--- config.mk ---
export PLATFORM = sky130hd
export DESIGN_NAME = permutation_combination_count
export DESIGN_NICKNAME = d
export VERILOG_FILES = /design/src/rtl/pcc_pkg.sv /design/src/rtl/permutation_combination_count.sv /design/src/rtl/pcc_addsub.sv
export SDC_FILE = /design/constraint.sdc
export NUM_CORES = 1
export LEC_CHECK = 0
export BUFFER_PORTS_ARGS = -buffer_cell sky130_fd_sc_hd__buf_2
export CAP_MARGIN = 5
export CORE_MARGIN = 5
export CORE_UTILIZATION = 60
export DETAILED_ROUTE_END_ITERATION = 8
export PLACE_DENSITY = 0.84
export SLEW_MARGIN = 10
export SYNTH_ARGS = -nofsm -noshare
export SYNTH_HDL_FRONTEND = slang
export SYNTH_SLANG_ARGS = --single-unit
export TNS_END_PERCENT = 1
--- constraint.sdc ---
create_clock -name i_clk -period 8.35 [get_ports i_clk]
set_clock_uncertainty 0.05 [all_clocks]
set_input_delay 0.4175 -clock i_clk [delete_from_list [all_inputs] [get_ports i_clk]]
set_output_delay 0.4175 -clock i_clk [all_outputs]
set_load 0.01 [all_outputs]
--- src/rtl/pcc_pkg.sv ---
package pcc_pkg;

    typedef enum logic [2:0] {
        S_IDLE,
        S_LOOP,
        S_MUL,
        S_SEL,
        S_DIV,
        S_CHK,
        S_DONE
    } t_state;

    typedef enum logic {
        ALU_ADD,
        ALU_SUB
    } t_alu_op;

    localparam logic CMD_PERM = 1'b0;
    localparam logic CMD_COMB = 1'b1;

endpackage

--- src/rtl/permutation_combination_count.sv ---
// Channel   Handshake        Ports
// request   start, busy      i_cmd, i_total_count, i_chosen_count
// result    o_done strobe    o_count_value, o_overflow, o_range_error
//
// A word is taken when start is high and busy is low; busy stays high until
// the result strobe. Each step runs a shift-add multiply on the shared adder,
// plus a restoring divide for a combination; steps run until all are done or
// the result saturates. A range error goes straight to the result strobe.
// Reset returns the sequencer to idle. The result strobe is high for one cycle;
// the result is held until the next word is taken.
module permutation_combination_count #(
    parameter int COUNT_WIDTH  = 8,
    parameter int RESULT_WIDTH = 32
) (
    input  logic                    i_clk,
    input  logic                    i_rst_n,
    input  logic                    start,
    input  logic                    i_cmd,
    input  logic [COUNT_WIDTH-1:0]  i_total_count,
    input  logic [COUNT_WIDTH-1:0]  i_chosen_count,
    output logic                    busy,
    output logic                    o_done,
    output logic [RESULT_WIDTH-1:0] o_count_value,
    output logic                    o_overflow,
    output logic                    o_range_error
);

    localparam int W     = RESULT_WIDTH + COUNT_WIDTH;
    localparam int CNT_W = $clog2(W + 1);

    pcc_pkg::t_state r_state, n_state;

    logic                    r_cmd, n_cmd;
    logic [COUNT_WIDTH-1:0]  r_n, n_n;
    logic [COUNT_WIDTH-1:0]  r_m, n_m;
    logic [COUNT_WIDTH-1:0]  r_steps, n_steps;
    logic [COUNT_WIDTH:0]    r_i, n_i;
    logic [RESULT_WIDTH-1:0] r_acc, n_acc;
    logic [W-1:0]            r_prod, n_prod;
    logic [COUNT_WIDTH-1:0]  r_mlt, n_mlt;
    logic [CNT_W-1:0]        r_cnt, n_cnt;
    logic [COUNT_WIDTH-1:0]  r_rem, n_rem;
    logic [W-1:0]            r_quo, n_quo;
    logic                    r_ovf, n_ovf;
    logic                    r_rerr, n_rerr;

    pcc_pkg::t_alu_op        alu_op;
    logic [W-1:0]            alu_a, alu_b, alu_sum;
    logic                    alu_carry;

    logic [COUNT_WIDTH-1:0]  n_minus_k;
    logic [COUNT_WIDTH-1:0]  kk;
    logic [COUNT_WIDTH:0]    rem_sh;
    logic [W-1:0]            chk_val;

    pcc_addsub #(
        .WIDTH (W)
    ) u_addsub (
        .i_op    (alu_op),
        .i_a     (alu_a),
        .i_b     (alu_b),
        .o_sum   (alu_sum),
        .o_carry (alu_carry)
    );

    always_ff @(posedge i_clk) begin
        if (!i_rst_n) begin
            r_state <= pcc_pkg::S_IDLE;
        end else begin
            r_state <= n_state;
        end
    end

    always_ff @(posedge i_clk) begin
        r_cmd   <= n_cmd;
        r_n     <= n_n;
        r_m     <= n_m;
        r_steps <= n_steps;
        r_i     <= n_i;
        r_acc   <= n_acc;
        r_prod  <= n_prod;
        r_mlt   <= n_mlt;
        r_cnt   <= n_cnt;
        r_rem   <= n_rem;
        r_quo   <= n_quo;
        r_ovf   <= n_ovf;
        r_rerr  <= n_rerr;
    end

    always_comb begin
        n_state = r_state;
        n_cmd   = r_cmd;
        n_n     = r_n;
        n_m     = r_m;
        n_steps = r_steps;
        n_i     = r_i;
        n_acc   = r_acc;
        n_prod  = r_prod;
        n_mlt   = r_mlt;
        n_cnt   = r_cnt;
        n_rem   = r_rem;
        n_quo   = r_quo;
        n_ovf   = r_ovf;
        n_rerr  = r_rerr;
        alu_op  = pcc_pkg::ALU_ADD;
        alu_a   = '0;
        alu_b   = '0;

        n_minus_k = i_total_count - i_chosen_count;
        kk        = (i_chosen_count > n_minus_k) ? n_minus_k : i_chosen_count;
        rem_sh    = {r_rem, r_quo[W-1]};
        chk_val   = (r_cmd == pcc_pkg::CMD_PERM) ? r_prod : r_quo;

        unique case (r_state)
            pcc_pkg::S_IDLE: begin
                if (start) begin
                    n_cmd  = i_cmd;
                    n_n    = i_total_count;
                    n_i    = (COUNT_WIDTH+1)'(1);
                    n_ovf  = 1'b0;
                    n_rerr = (i_chosen_count > i_total_count);
                    n_acc  = (i_chosen_count > i_total_count) ? '0 : RESULT_WIDTH'(1);
                    if (i_cmd == pcc_pkg::CMD_COMB) begin
                        n_steps = kk;
                        n_m     = i_total_count - kk;
                    end else begin
                        n_steps = i_chosen_count;
                        n_m     = '0;
                    end
                    n_state = pcc_pkg::S_LOOP;
                end
            end
            pcc_pkg::S_LOOP: begin
                if (r_rerr || (r_i > {1'b0, r_steps})) begin
                    n_state = pcc_pkg::S_DONE;
                end else begin
                    if (r_cmd == pcc_pkg::CMD_PERM) begin
                        n_mlt = r_n - r_i[COUNT_WIDTH-1:0] + COUNT_WIDTH'(1);
                    end else begin
                        n_mlt = r_m + r_i[COUNT_WIDTH-1:0];
                    end
                    n_prod  = '0;
                    n_cnt   = CNT_W'(COUNT_WIDTH);
                    n_state = pcc_pkg::S_MUL;
                end
            end
            pcc_pkg::S_MUL: begin
                alu_op = pcc_pkg::ALU_ADD;
                alu_a  = {r_prod[W-2:0], 1'b0};
                alu_b  = r_mlt[COUNT_WIDTH-1] ? W'(r_acc) : '0;
                n_prod = alu_sum;
                n_mlt  = {r_mlt[COUNT_WIDTH-2:0], 1'b0};
                n_cnt  = r_cnt - CNT_W'(1);
                if (r_cnt == CNT_W'(1)) begin
                    n_state = pcc_pkg::S_SEL;
                end
            end
            pcc_pkg::S_SEL: begin
                if (r_cmd == pcc_pkg::CMD_PERM) begin
                    n_state = pcc_pkg::S_CHK;
                end else begin
                    n_quo   = r_prod;
                    n_rem   = '0;
                    n_cnt   = CNT_W'(W);
                    n_state = pcc_pkg::S_DIV;
                end
            end
            pcc_pkg::S_DIV: begin
                alu_op = pcc_pkg::ALU_SUB;
                alu_a  = W'(rem_sh);
                alu_b  = W'(r_i);
                n_rem  = alu_carry ? alu_sum[COUNT_WIDTH-1:0] : rem_sh[COUNT_WIDTH-1:0];
                n_quo  = {r_quo[W-2:0], alu_carry};
                n_cnt  = r_cnt - CNT_W'(1);
                if (r_cnt == CNT_W'(1)) begin
                    n_state = pcc_pkg::S_CHK;
                end
            end
            pcc_pkg::S_CHK: begin
                if (|chk_val[W-1:RESULT_WIDTH]) begin
                    n_ovf   = 1'b1;
                    n_acc   = '1;
                    n_state = pcc_pkg::S_DONE;
                end else begin
                    n_acc   = chk_val[RESULT_WIDTH-1:0];
                    n_i     = r_i + (COUNT_WIDTH+1)'(1);
                    n_state = pcc_pkg::S_LOOP;
                end
            end
            pcc_pkg::S_DONE: begin
                n_state = pcc_pkg::S_IDLE;
            end
            default: begin
                n_state = pcc_pkg::S_IDLE;
            end
        endcase
    end

    assign busy          = (r_state != pcc_pkg::S_IDLE);
    assign o_done        = (r_state == pcc_pkg::S_DONE);
    assign o_count_value = r_acc;
    assign o_overflow    = r_ovf;
    assign o_range_error = r_rerr;

    a_done_busy: assert property (@(posedge i_clk) disable iff (!i_rst_n)
        o_done |-> busy)
        else $error("result strobe outside a busy period");

    a_accept_busy: assert property (@(posedge i_clk) disable iff (!i_rst_n)
        (start && !busy) |=> (busy && !o_done))
        else $error("accepted word did not start the sequencer");

    a_range_zero: assert property (@(posedge i_clk) disable iff (!i_rst_n)
        (o_done && o_range_error) |-> (o_count_value == '0 && !o_overflow))
        else $error("range error with nonzero count or overflow");

    a_ovf_ones: assert property (@(posedge i_clk) disable iff (!i_rst_n)
        (o_done && o_overflow) |-> (&o_count_value))
        else $error("overflow without saturated count");

endmodule

--- src/rtl/pcc_addsub.sv ---
module pcc_addsub #(
    parameter int WIDTH = 40
) (
    input  pcc_pkg::t_alu_op   i_op,
    input  logic [WIDTH-1:0]   i_a,
    input  logic [WIDTH-1:0]   i_b,
    output logic [WIDTH-1:0]   o_sum,
    output logic               o_carry
);

    logic [WIDTH-1:0] b_op;
    logic             sub;
    logic [WIDTH:0]   full;

    always_comb begin
        sub   = (i_op == pcc_pkg::ALU_SUB);
        b_op  = sub ? ~i_b : i_b;
        full  = {1'b0, i_a} + {1'b0, b_op} + {{WIDTH{1'b0}}, sub};
        o_sum   = full[WIDTH-1:0];
        o_carry = full[WIDTH];
    end

endmodule
Word level (Yosys, flattened, before mapping):

Cells that the tools add are included.

* $add $sub $neg: 9
* $lt $le $gt $ge: 3
* equal/unequal tests: 14
* mux-type cells: 38
* bitwise logic cells: 1
* reduce and logical (&&, ||, !) cells: 17

Operators with widths (count)
* $pmux W40 S2: 3
* $mux W40: 4
* $pmux W32 S2: 2
* $mux W32: 3
* $mux W8: 6
* $add A40 B40 Y41: 1
* $add A41 B1 Y41: 1
* $not A32 Y40: 1
* $pmux W8 S2: 2
* $sub A8 B8 Y8: 3
* $mux W9: 2
* $pmux W3 S6: 1
* $pmux W6 S3: 1
* $pmux W9 S2: 1
* $gt A8 B8 Y1: 2
* $mux W3: 5
* $ne A2 B2 Y1 const B: 7
* $mux W6: 2
* $reduce_and A3 Y1: 4
* $add A9 B1 Y9 const B: 1
* $eq A3 B3 Y1 const B: 3
* $gt A9 B8 Y1: 1
* $add A8 B1 Y8 const B: 1
* $add A8 B8 Y8: 1
* other kinds (13): 24

* register bits: 173
* input port bits: 20
* output and inout port bits: 36

Longest topological paths before layout:

Gate-level depths: netlist (run 1).

* word-level depth: 8
* gate-level depth with buffers: 25
* depth with buffers taken out: 24

Hierarchy:

From an unflattened synthesis (run 1), not the netlist that was laid out.

* cells, all modules: 1356
* area, all modules: 12747.2 sq um

Modules (own cells, without submodules)
* permutation_combination_count: instances 1, cells an instance 959, area an instance 9924.5 sq um, seq. area each 5165.0 sq um
* pcc_addsub: instances 1, cells an instance 397, area an instance 2822.7 sq um, seq. area each 0.0 sq um

Worst setup path after synthesis (run 1):

OpenSTA, ideal clock, no wires.

* kind: reg-to-reg
* from: register r_i[1]
* to: register r_mlt[0], enable pin
* arrival: 4.595 ns
* required time: 7.831 ns
* path slack: 3.235 ns
* stages on the path, launching flop included: 14
* clock period less this slack: 5.115 ns
* path through: edfxtp_1 ha_1 nor2b_1 o21a_1 o21a_1 o21a_1 o21ai_0 nand2b_1 a21oi_1 nor2b_1 o22a_1 nor3_1 nand3_1 a21oi_1

* longest elaborated chain between the ends: 4

RTL lines
* from (decl): line permutation_combination_count.sv:37 `logic [COUNT_WIDTH:0] r_i, n_i;`
* from (signal assigned): line permutation_combination_count.sv:79 `r_i <= n_i;`
* $gt A9 B8 Y1: line permutation_combination_count.sv:134 `if (r_rerr || (r_i > {1'b0, r_steps})) begin`
* $logic_or A1 B1 Y1: line permutation_combination_count.sv:134
* $ne A2 B2 Y1 (no line)
* $reduce_and A2 Y1 (no line)
* to (signal assigned): line permutation_combination_count.sv:82 `r_mlt <= n_mlt;`
* to (decl): line permutation_combination_count.sv:40 `logic [COUNT_WIDTH-1:0] r_mlt, n_mlt;`

Every way passes these cells.
A chain may end at the register's enable or synchronous reset.

Worst setup path in the final report (run 1):

* from: register r_state[2]
* to: register r_prod[38] (data pin)

* longest elaborated chain between the ends: 7
* elaborated cells between the ends (all ways): 11
* classes of those cells: 2 x add/sub; 3 x eq/ne; 5 x mux; 1 x bitwise

RTL lines
* from (decl): line permutation_combination_count.sv:31 `pcc_pkg::t_state r_state, n_state;`
* from (signal assigned): line permutation_combination_count.sv:68 `r_state <= pcc_pkg::S_IDLE;`
* from (signal assigned): line permutation_combination_count.sv:70 `r_state <= n_state;`
* $eq A3 B3 Y1 or $eq A3 B2 Y1 (tied branches): line permutation_combination_count.sv:114 `unique case (r_state)`
* $pmux W32 S2: line permutation_combination_count.sv:114
* $not A32 Y40: line pcc_addsub.sv:17 `b_op = sub ? ~i_b : i_b;`
* $mux W40: line pcc_addsub.sv:17
* $add A40 B40 Y41: line pcc_addsub.sv:18 `full = {1'b0, i_a} + {1'b0, b_op} + {{WIDTH{1'b0}}, sub};`
* $add A41 B1 Y41: line pcc_addsub.sv:18
* $pmux W40 S2 *: line permutation_combination_count.sv:114
* to (signal assigned): line permutation_combination_count.sv:81 `r_prod <= n_prod;`
* to (decl): line permutation_combination_count.sv:39 `logic [W-1:0] r_prod, n_prod;`

Mark *: on every way between the ends. The rest lies on a longest branch, timed or not.

==> results by group, run 1 <==
Status
  – Status: complete, no violations

Timing
  – Final-layout setup total negative slack: 0 ns
  – Count of pins over their slew limit: 0
  – RSZ-0062 raised after global routing: false
  – Post-route clock period utilization: a little over two thirds
  – Highest Clock Rate: 169.4 MHz
  – Final worst path period need: a little under 6 ns
  – Final Hold Fails: 0
  – Min Hold Slack: 0.1798 ns
  – Slew of the pin with the lowest slew margin: roughly 1.2 ns
  – Relative max-transition margin: around 18%
  – Number of setup violations in the final report: 0

Floorplan
  – Die Width: 150.6 um
  – Number of placement rows: between 50 and 60
  – Height of the chip: 150.6 um
  – Core box area: 19460 sq um
  – Die Footprint: 22670 sq um
  – Initial core utilization: 60.91%
  – I/O pin cnt: 56

CTS
  – Number of H-tree levels: 4
  – Clock tree from TritonCTS: done
  – Setup fix buffers added after clock tree synthesis: 0
  – Cell at the root of the clock tree: clkbuf_16
  – Clk Latency, worst-skew pair: around 0.44 ns
  – Clock Sinks: between 150 and 200
  – Count of hold buffers inserted by post-cts repair: 0
  – Resized Gates After CTS: 0
  – Worst-path clk slew: ~0.08 ns
  – Clock buffers created by TritonCTS: 17
  – Number of buffers on the longest clock path: 2

Drt
  – Total length of routed met3 wires: roughly 1500 um
  – Routed via count: ~9400
  – Highest routed metal layer: met4
  – Average routed wire per standard cell: approximately 17 um
  – DRC violation count after routing: 0
  – Iteration count of the initial detailed-routing pass: 5
  – 1st-iter DRT viols: around 700
  – Aggregate routed wire length: 27000 um
  – Remaining antenna violation count after routing: 0
  – Total routed wire length on the met1 layer: ~12000 um
  – DR vias/cell: 5.933
  – Routed length on met2: approximately 13000 um

Yosys
  – Mean post-synth cell area: roughly 9.3 sq um
  – Dominant register cell in the synthesized netlist: edfxtp_1
  – Post-synth ARST share: 0%
  – Commonest cells post-synth: nand2_1, edfxtp_1, nor2_1
  – Post-synth top area cell: edfxtp_1
  – Synthesis Warnings: 0
  – Main combinational cell family by area after synthesis: simple AND/OR/NAND/NOR gates
  – Synthesized netlist net count: around 1400
  – Area share of the largest cell type after synthesis: between 40 and 50%
  – Area fraction in and, or, nand and nor cells after synthesis: 18.45%
  – Number of different library cells in the post-synthesis netlist: between 60 and 70
  – Share of synthesized area spent on multiplexers: under 10%
  – Number of standard cells after synthesis: ~1300
  – Post-Synth XOR/XNOR Area: 5.467%
  – Arithmetic-cell share of the synthesized area counting full adders, half adders and majority gates: about 10%
  – Count of flip-flops with a built-in enable after synthesis: 170
  – Top cells by area, synth: edfxtp_1, ha_1, nand2_1, a21oi_1, mux2i_1
  – Synth Register Bits: 173
  – Post-synthesis compound-gate area fraction: ~14%
  – Most used standard cell by instance count after synthesis: nand2_1
  – Cell area after synthesis: roughly 12000 sq um
  – Sequential share of the synthesized area: between 40% and 50%

Worst setup path
  – Kind of end point of the critical path: flop
  – Critical path cell sequence: nor2b_1, nand2_2, buf_4, o21ai_0, inv_1, fa_1, nor2b_1, o21ai_0, a21boi_0, o21ai_0, a21oi_1, o21ai_0, a21o_1, a21boi_0, o21ai_0, o31ai_1, o21ai_0, mux2i_1
  – Data required time of the worst path: between 8 and 9 ns
  – Slowest cell on the critical path: dfxtp_1
  – R2R cell count: 18
  – Worst setup SP type: flop
  – Top delay family on crit path: compound AO/OA/AOI/OAI gates
  – Origin of the critical flop-to-flop path: r_state[2]
  – Worst R2R End: r_prod[38]
  – Kind of critical path: reg2reg
  – Count of buffer and inverter cells on the critical path: 2
  – Top cell by count, worst path: o21ai_0
  – Register-to-register setup slack: 2.45 ns
  – Crit Path Max Fanout: 42
  – Worst stage delay on the critical path: around 0.60 ns
  – Arrival @ worst endpoint: between 6 and 7 ns

Min path
  – End point of the most critical hold path: r_n[7]
  – HP Start: i_total_count[7]
  – Hold Crit Class: in2reg
  – Hold Path Depth: 1

Global route
  – Largest net degree at the start of global routing: 58
  – Vias in the first global route: 9172
  – Global routing usage summed across all routing layers: ~25%
  – Grt ovf: 0
  – Number of antenna violations at the first check in global routing: 0
  – First-pass GRT wire length: around 45000 um

Placement
  – Half-perimeter wire length after placement: between 15000 and 20000 um
  – Cell total after placement: ~1500
  – Number of port buffers: 55
  – Placer's final routability congestion estimate: 0.9232

Final layout
  – Fraction of final layout cells sized beyond drive strength 1: between 9 and 10%
  – Fillcell total: between 1000 and 1500
  – Final core utilization: between 60 and 70%
  – Area growth syn-to-layout: 9.246%
  – Number of nets in the layout: around 1400
  – Ant. Diodes: 0
  – Final cell count without fillers: about 1600

Pwr
  – Overall power of the completed layout: 4240 uW
  – Static Leak: ~0.0057 uW
  – Max rail drop VDD: between 0.15 and 0.2 mV
  – Power Dens Cells: roughly 330 nW/um^2

Job
  – Number of max-cap violations: 0
-- per-stage QoR --
| stage | instance area (sq um) | setup slack (ns) |
|---|---|---|
| after floorplan | 11860 | 3.235 |
| after global placement | 12350 | 2.869 |
| after detailed placement | 12350 | 2.611 |
| after CTS | 12950 | 2.562 |
| after global routing | 12950 | 1.729 |
| final | 12950 | 2.449 |
-- worst max-delay path by stage --
stage	from	endpoint	slack, ns	cells past startpoint
final	r_state[2]	r_prod[38]	2.45	18
after CTS	r_state[2]	r_prod[38]	2.56	18
after global routing	r_state[2]	r_prod[38]	1.73	18
after floorplan	r_i[1]	r_mlt[0]	3.24	13
after detailed placement	r_state[2]	r_prod[38]	2.61	18
after global placement	r_state[2]	r_prod[38]	2.87	18
-- sequential cells by signal (all words and copies together), names as in the netlist --
name / cells
o_count_value: 32
o_overflow: 1
o_range_error: 1
r_cmd: 1
r_cnt: 6
r_i: 9
r_m: 8
r_mlt: 8
r_n: 8
r_prod: 40
r_quo: 40
r_rem: 8
r_state: 3
r_steps: 8
-- cell type report --
cell class,count,area (sq um),area share [%]
sequential,173,5165,39.88
timing repair buffer,65,350.3,2.705
multi-input combinational,979,6262,48.35
clock inverter,15,176.4,1.362
tap,265,331.6,2.560
inverter,64,240.2,1.855
clock buffer,17,425.4,3.285
-- kinds of logic (layout without fill, tap and decap cells) --
| kind of cell | count (synthesis) | in the layout |
|---|---|---|
| and+or+nand+nor | 493 | 493 |
| AOI/OAI and AO/OA | 271 | 271 |
| DFF | 173 | 173 |
| buffers and inverters | 121 | 161 |
| adders and majority gates | 94 | 94 |
| xor gates and xnor gates | 74 | 74 |
| muxes | 47 | 47 |
-- where the power goes --
part | internal [uW] | switching, uW
sequential | 1390 | 198
clock | 429 | 380
combinational | 689 | 1160
total | 2510 | 1730
-- placed cells by master, fill, tap and decap left out, types with 4 or more instances in the layout --
| master | synthesis | final |
|---|---|---|
| nand2_1 | 238 | 236 |
| edfxtp_1 | 170 | 170 |
| nor2_1 | 108 | 108 |
| a21oi_1 | 99 | 98 |
| ha_1 | 86 | 86 |
| inv_1 | 62 | 62 |
| o21ai_0 | 56 | 56 |
| buf_2 | 2 | 55 |
| xnor2_1 | 48 | 48 |
| and2_1 | 45 | 45 |
| mux2i_1 | 45 | 45 |
| a21o_1 | 33 | 33 |
| xor2_1 | 26 | 26 |
| nor3_1 | 22 | 21 |
| nand3_1 | 20 | 20 |
| clkbuf_16 | 0 | 17 |
| nor2b_1 | 14 | 14 |
| nand2b_1 | 13 | 13 |
| o21a_1 | 12 | 12 |
| and3_1 | 11 | 11 |
| o21bai_1 | 10 | 10 |
| buf_4 | 0 | 10 |
| a22o_1 | 7 | 7 |
| nand4_1 | 6 | 6 |
| a21boi_0 | 6 | 6 |
| o211ai_1 | 5 | 5 |
| a31oi_1 | 5 | 5 |
| o31ai_1 | 5 | 5 |
| fa_1 | 5 | 5 |
| a211oi_1 | 4 | 4 |
| inv_8 | 0 | 4 |
| inv_6 | 0 | 4 |
-- metal layers --
metal	vias up	track usage, %
met2	301	40.26
met3	52	3.853
met5	-	0
li1	4543	-
met1	4467	33.58
met4	0	9.561
No activity file was read; power rests on OpenSTA's default activity.
==> run 2: changes to the inputs <==
CORE_UTILIZATION = 57   (was 60)
clock period = 5.2 ns   (was 8.35 ns; I/O delays follow)
==> results by group, run 2 (synthesis results as in run 1) <==
Drt
  – Average routed wire per standard cell: 17.39 um (+1.6%)
  – Iteration count of the initial detailed-routing pass: 5 (unchanged)
  – DRC violation count after routing: 0 (unchanged)
  – Routed via count: 9475 (+1.2%)
  – DR vias/cell: 5.944 (+0.18%)
  – Aggregate routed wire length: 27720 um (+2.7%)
  – 1st-iter DRT viols: 763 (+8.8%)
  – Remaining antenna violation count after routing: 0 (unchanged)

Min path
  – Hold Path Depth: 1 (unchanged)
  – HP Start: i_total_count[7]
  – End point of the most critical hold path: r_n[7]
  – Hold Crit Class: in2reg

Worst setup path
  – Slowest cell on the critical path: or4_1
  – Arrival @ worst endpoint: 4.95 ns (-1.09 ns)
  – Critical path cell sequence: buf_2, inv_1, ha_1, inv_1, fa_1, a211oi_1, nor2_1, a21oi_1, inv_1, ha_1, and3_1, nand4_1, or4_1, o21ai_4, nor2_1, a21oi_1, ha_1, a21o_1, maj3_1, o2bb2ai_1, o211ai_1, a31o_2
  – Worst setup SP type: input pin
  – Top delay family on crit path: compound AO/OA/AOI/OAI gates
  – Origin of the critical flop-to-flop path: r_state[1]
  – Kind of end point of the critical path: flop
  – Crit Path Max Fanout: 5 (-88%)
  – R2R cell count: 18 (unchanged)
  – Data required time of the worst path: 5.34 ns (-3.14 ns)
  – Worst R2R End: r_rem[0]
  – Register-to-register setup slack: 0.41 ns (-2.04 ns)
  – Count of buffer and inverter cells on the critical path: 4 (+2)
  – Worst stage delay on the critical path: 0.53 ns (-0.07 ns)
  – Kind of critical path: in2reg

Pwr
  – Static Leak: 0.005745 uW (+0.87%)
  – Internal power consumption: 4081 uW (+63%)
  – Max rail drop VDD: 0.2504 mV (+35%)
  – Power dissipated by switching net loads: 2757 uW (+59%)
  – Combinational group share of total power: 44.0% (+0.5 points)
  – Sequential share of power: 37.1% (-0.3 points)
  – Switching fraction of total power: 40.32% (-0.58 points)
  – Power Dens Cells: 524.7 nW/um^2 (+60%)
  – Proportion of power drawn by the clock network: 18.9% (-0.2 points)

CTS
  – Clock Sinks: 173 (unchanged)
  – Worst-path clk slew: 0.06 ns (-0.02 ns)
  – Clock buffers created by TritonCTS: 17 (unchanged)
  – Setup fix buffers added after clock tree synthesis: 0 (unchanged)
  – Number of buffers on the longest clock path: 2 (unchanged)
  – Clk Latency, worst-skew pair: 0.44 ns (about the same)
  – Cell at the root of the clock tree: clkbuf_16
  – Number of H-tree levels: 4 (unchanged)
  – Clock tree from TritonCTS: done

Final layout
  – Ant. Diodes: 0 (unchanged)
  – Fillcell total: 1632 (+9.5%)
  – Area of the multi-input gates: 6262 sq um (unchanged)
  – Design area: 13030 sq um (+0.63%)
  – Final core utilization: 64.00% (-2.5 points)
  – Area growth syn-to-layout: 9.931%
  – Number of nets in the layout: 1423 (+0.85%)
  – Leading cell type in the layout, fill and taps excluded: nand2_1
  – Fraction of final layout cells sized beyond drive strength 1: 9.743% (+0.60 points)
  – Footprint of the flip-flops and latches: 5165 sq um (unchanged)
  – Commonest non-fill, non-tap cells in the layout: nand2_1, edfxtp_1, nor2_1
  – Final cell count without fillers: 1594 (+1.0%)

Timing
  – Final worst path period need: ~4.8 ns
  – Count of pins over their slew limit: 0 (unchanged)
  – Number of setup violations in the final report: 0 (unchanged)
  – Slew of the pin with the lowest slew margin: 1.022 ns (-0.2035 ns)
  – Post-route clock period utilization: between 90% and 100%
  – Highest Clock Rate: 207.8 MHz
  – RSZ-0062 raised after global routing: false
  – Final Hold Fails: 0 (unchanged)
  – Min Hold Slack: 0.02911 ns (-0.1507 ns)
  – Relative max-transition margin: 31.82% (+14 points)

Placement
  – Half-perimeter wire length after placement: 19210 um (+1.8%)
  – Cell total after placement: 1562 (+1.0%)
  – Placer's final routability congestion estimate: 0.9332 (+1.1%)
  – Number of port buffers: 55 (unchanged)
  – Standard cell area after detailed placement: 12440 sq um (+0.72%)

Global route
  – Vias in the first global route: 9290 (+1.3%)
  – Largest net degree at the start of global routing: 49 (-16%)
  – Grt ovf: 0 (unchanged)
  – First-pass GRT wire length: 45950 um (+2.1%)
  – Number of antenna violations at the first check in global routing: 0 (unchanged)
  – Global routing usage summed across all routing layers: 23.50% (-1.3 points)

Floorplan
  – Height of the chip: 154.2 um (+2.4%)
  – Die Width: 154.2 um (+2.4%)
  – I/O pin cnt: 56 (unchanged)
  – Number of placement rows: 52 (+2.0%)
  – Die Footprint: 23780 sq um (+4.9%)
  – Core box area: 20360 sq um (+4.6%)
  – Initial core utilization: 58.21% (-2.7 points)

Status
  – Status: complete, no violations

Job
  – Number of max-cap violations: 0 (unchanged)
[run 2: how the worst max path moves through the flow]
stage | start | endpoint | slack (ns) | cells after the start
after global placement | i_total_count[0] | r_m[7] | 0.20 | 22
after CTS | r_state[1] | r_rem[0] | 0.33 | 17
after floorplan | r_i[1] | r_mlt[0] | 0.09 | 13
final | i_total_count[0] | r_m[7] | 0.39 | 22
after global routing | i_total_count[0] | r_m[7] | 0.01 | 22
after detailed placement | i_total_count[0] | r_m[7] | -0.05 | 22
[run 2: metrics by stage]
step	setup slack (ns)	setup TNS, ns	total power (uW)
floorplan	0.08540	0	4695
CTS	0.3289	0	6838
finish	0.3882	0	6838
global route	0.01311	0	7298
global placement	0.2000	0	5411
detailed placement	-0.04821	-0.04821	5525
[run 2: layer usage]
layer,track usage [%],wire length [um],up-vias
met4,7.485,694,0
met1,31.04,11950,4508
met3,3.744,1557,65
met2,39.89,13520,343
li1,-,-,4559
met5,0,0,-
[run 2: area by class of cell]
type / instances / area share (%)
clock buffers: 17 / 3.264
clock inverters: 14 / 1.219
inverters: 64 / 1.843
multi-input cells: 979 / 48.05
flip-flops and latches: 173 / 39.63
well taps: 270 / 2.592
repair buffers: 77 / 3.399
[run 2: power groups by stage]
stage | clock network (uW) | logic [uW] | registers [uW]
global route | 1370 | 3350 | 2580
finish | 1290 | 3010 | 2540
global placement | 0 | 2880 | 2530
CTS | 1290 | 3010 | 2530
floorplan | 0 | 2210 | 2480
detailed placement | 0 | 2970 | 2560
[run 2: what timing repair did]
item | in CTS | in global routing
endpoints found under the hold margin | 1 | 0
resized for setup | 0 | 1
hold buffers | 1 | 0
setup endpoints to repair | 0 | 2
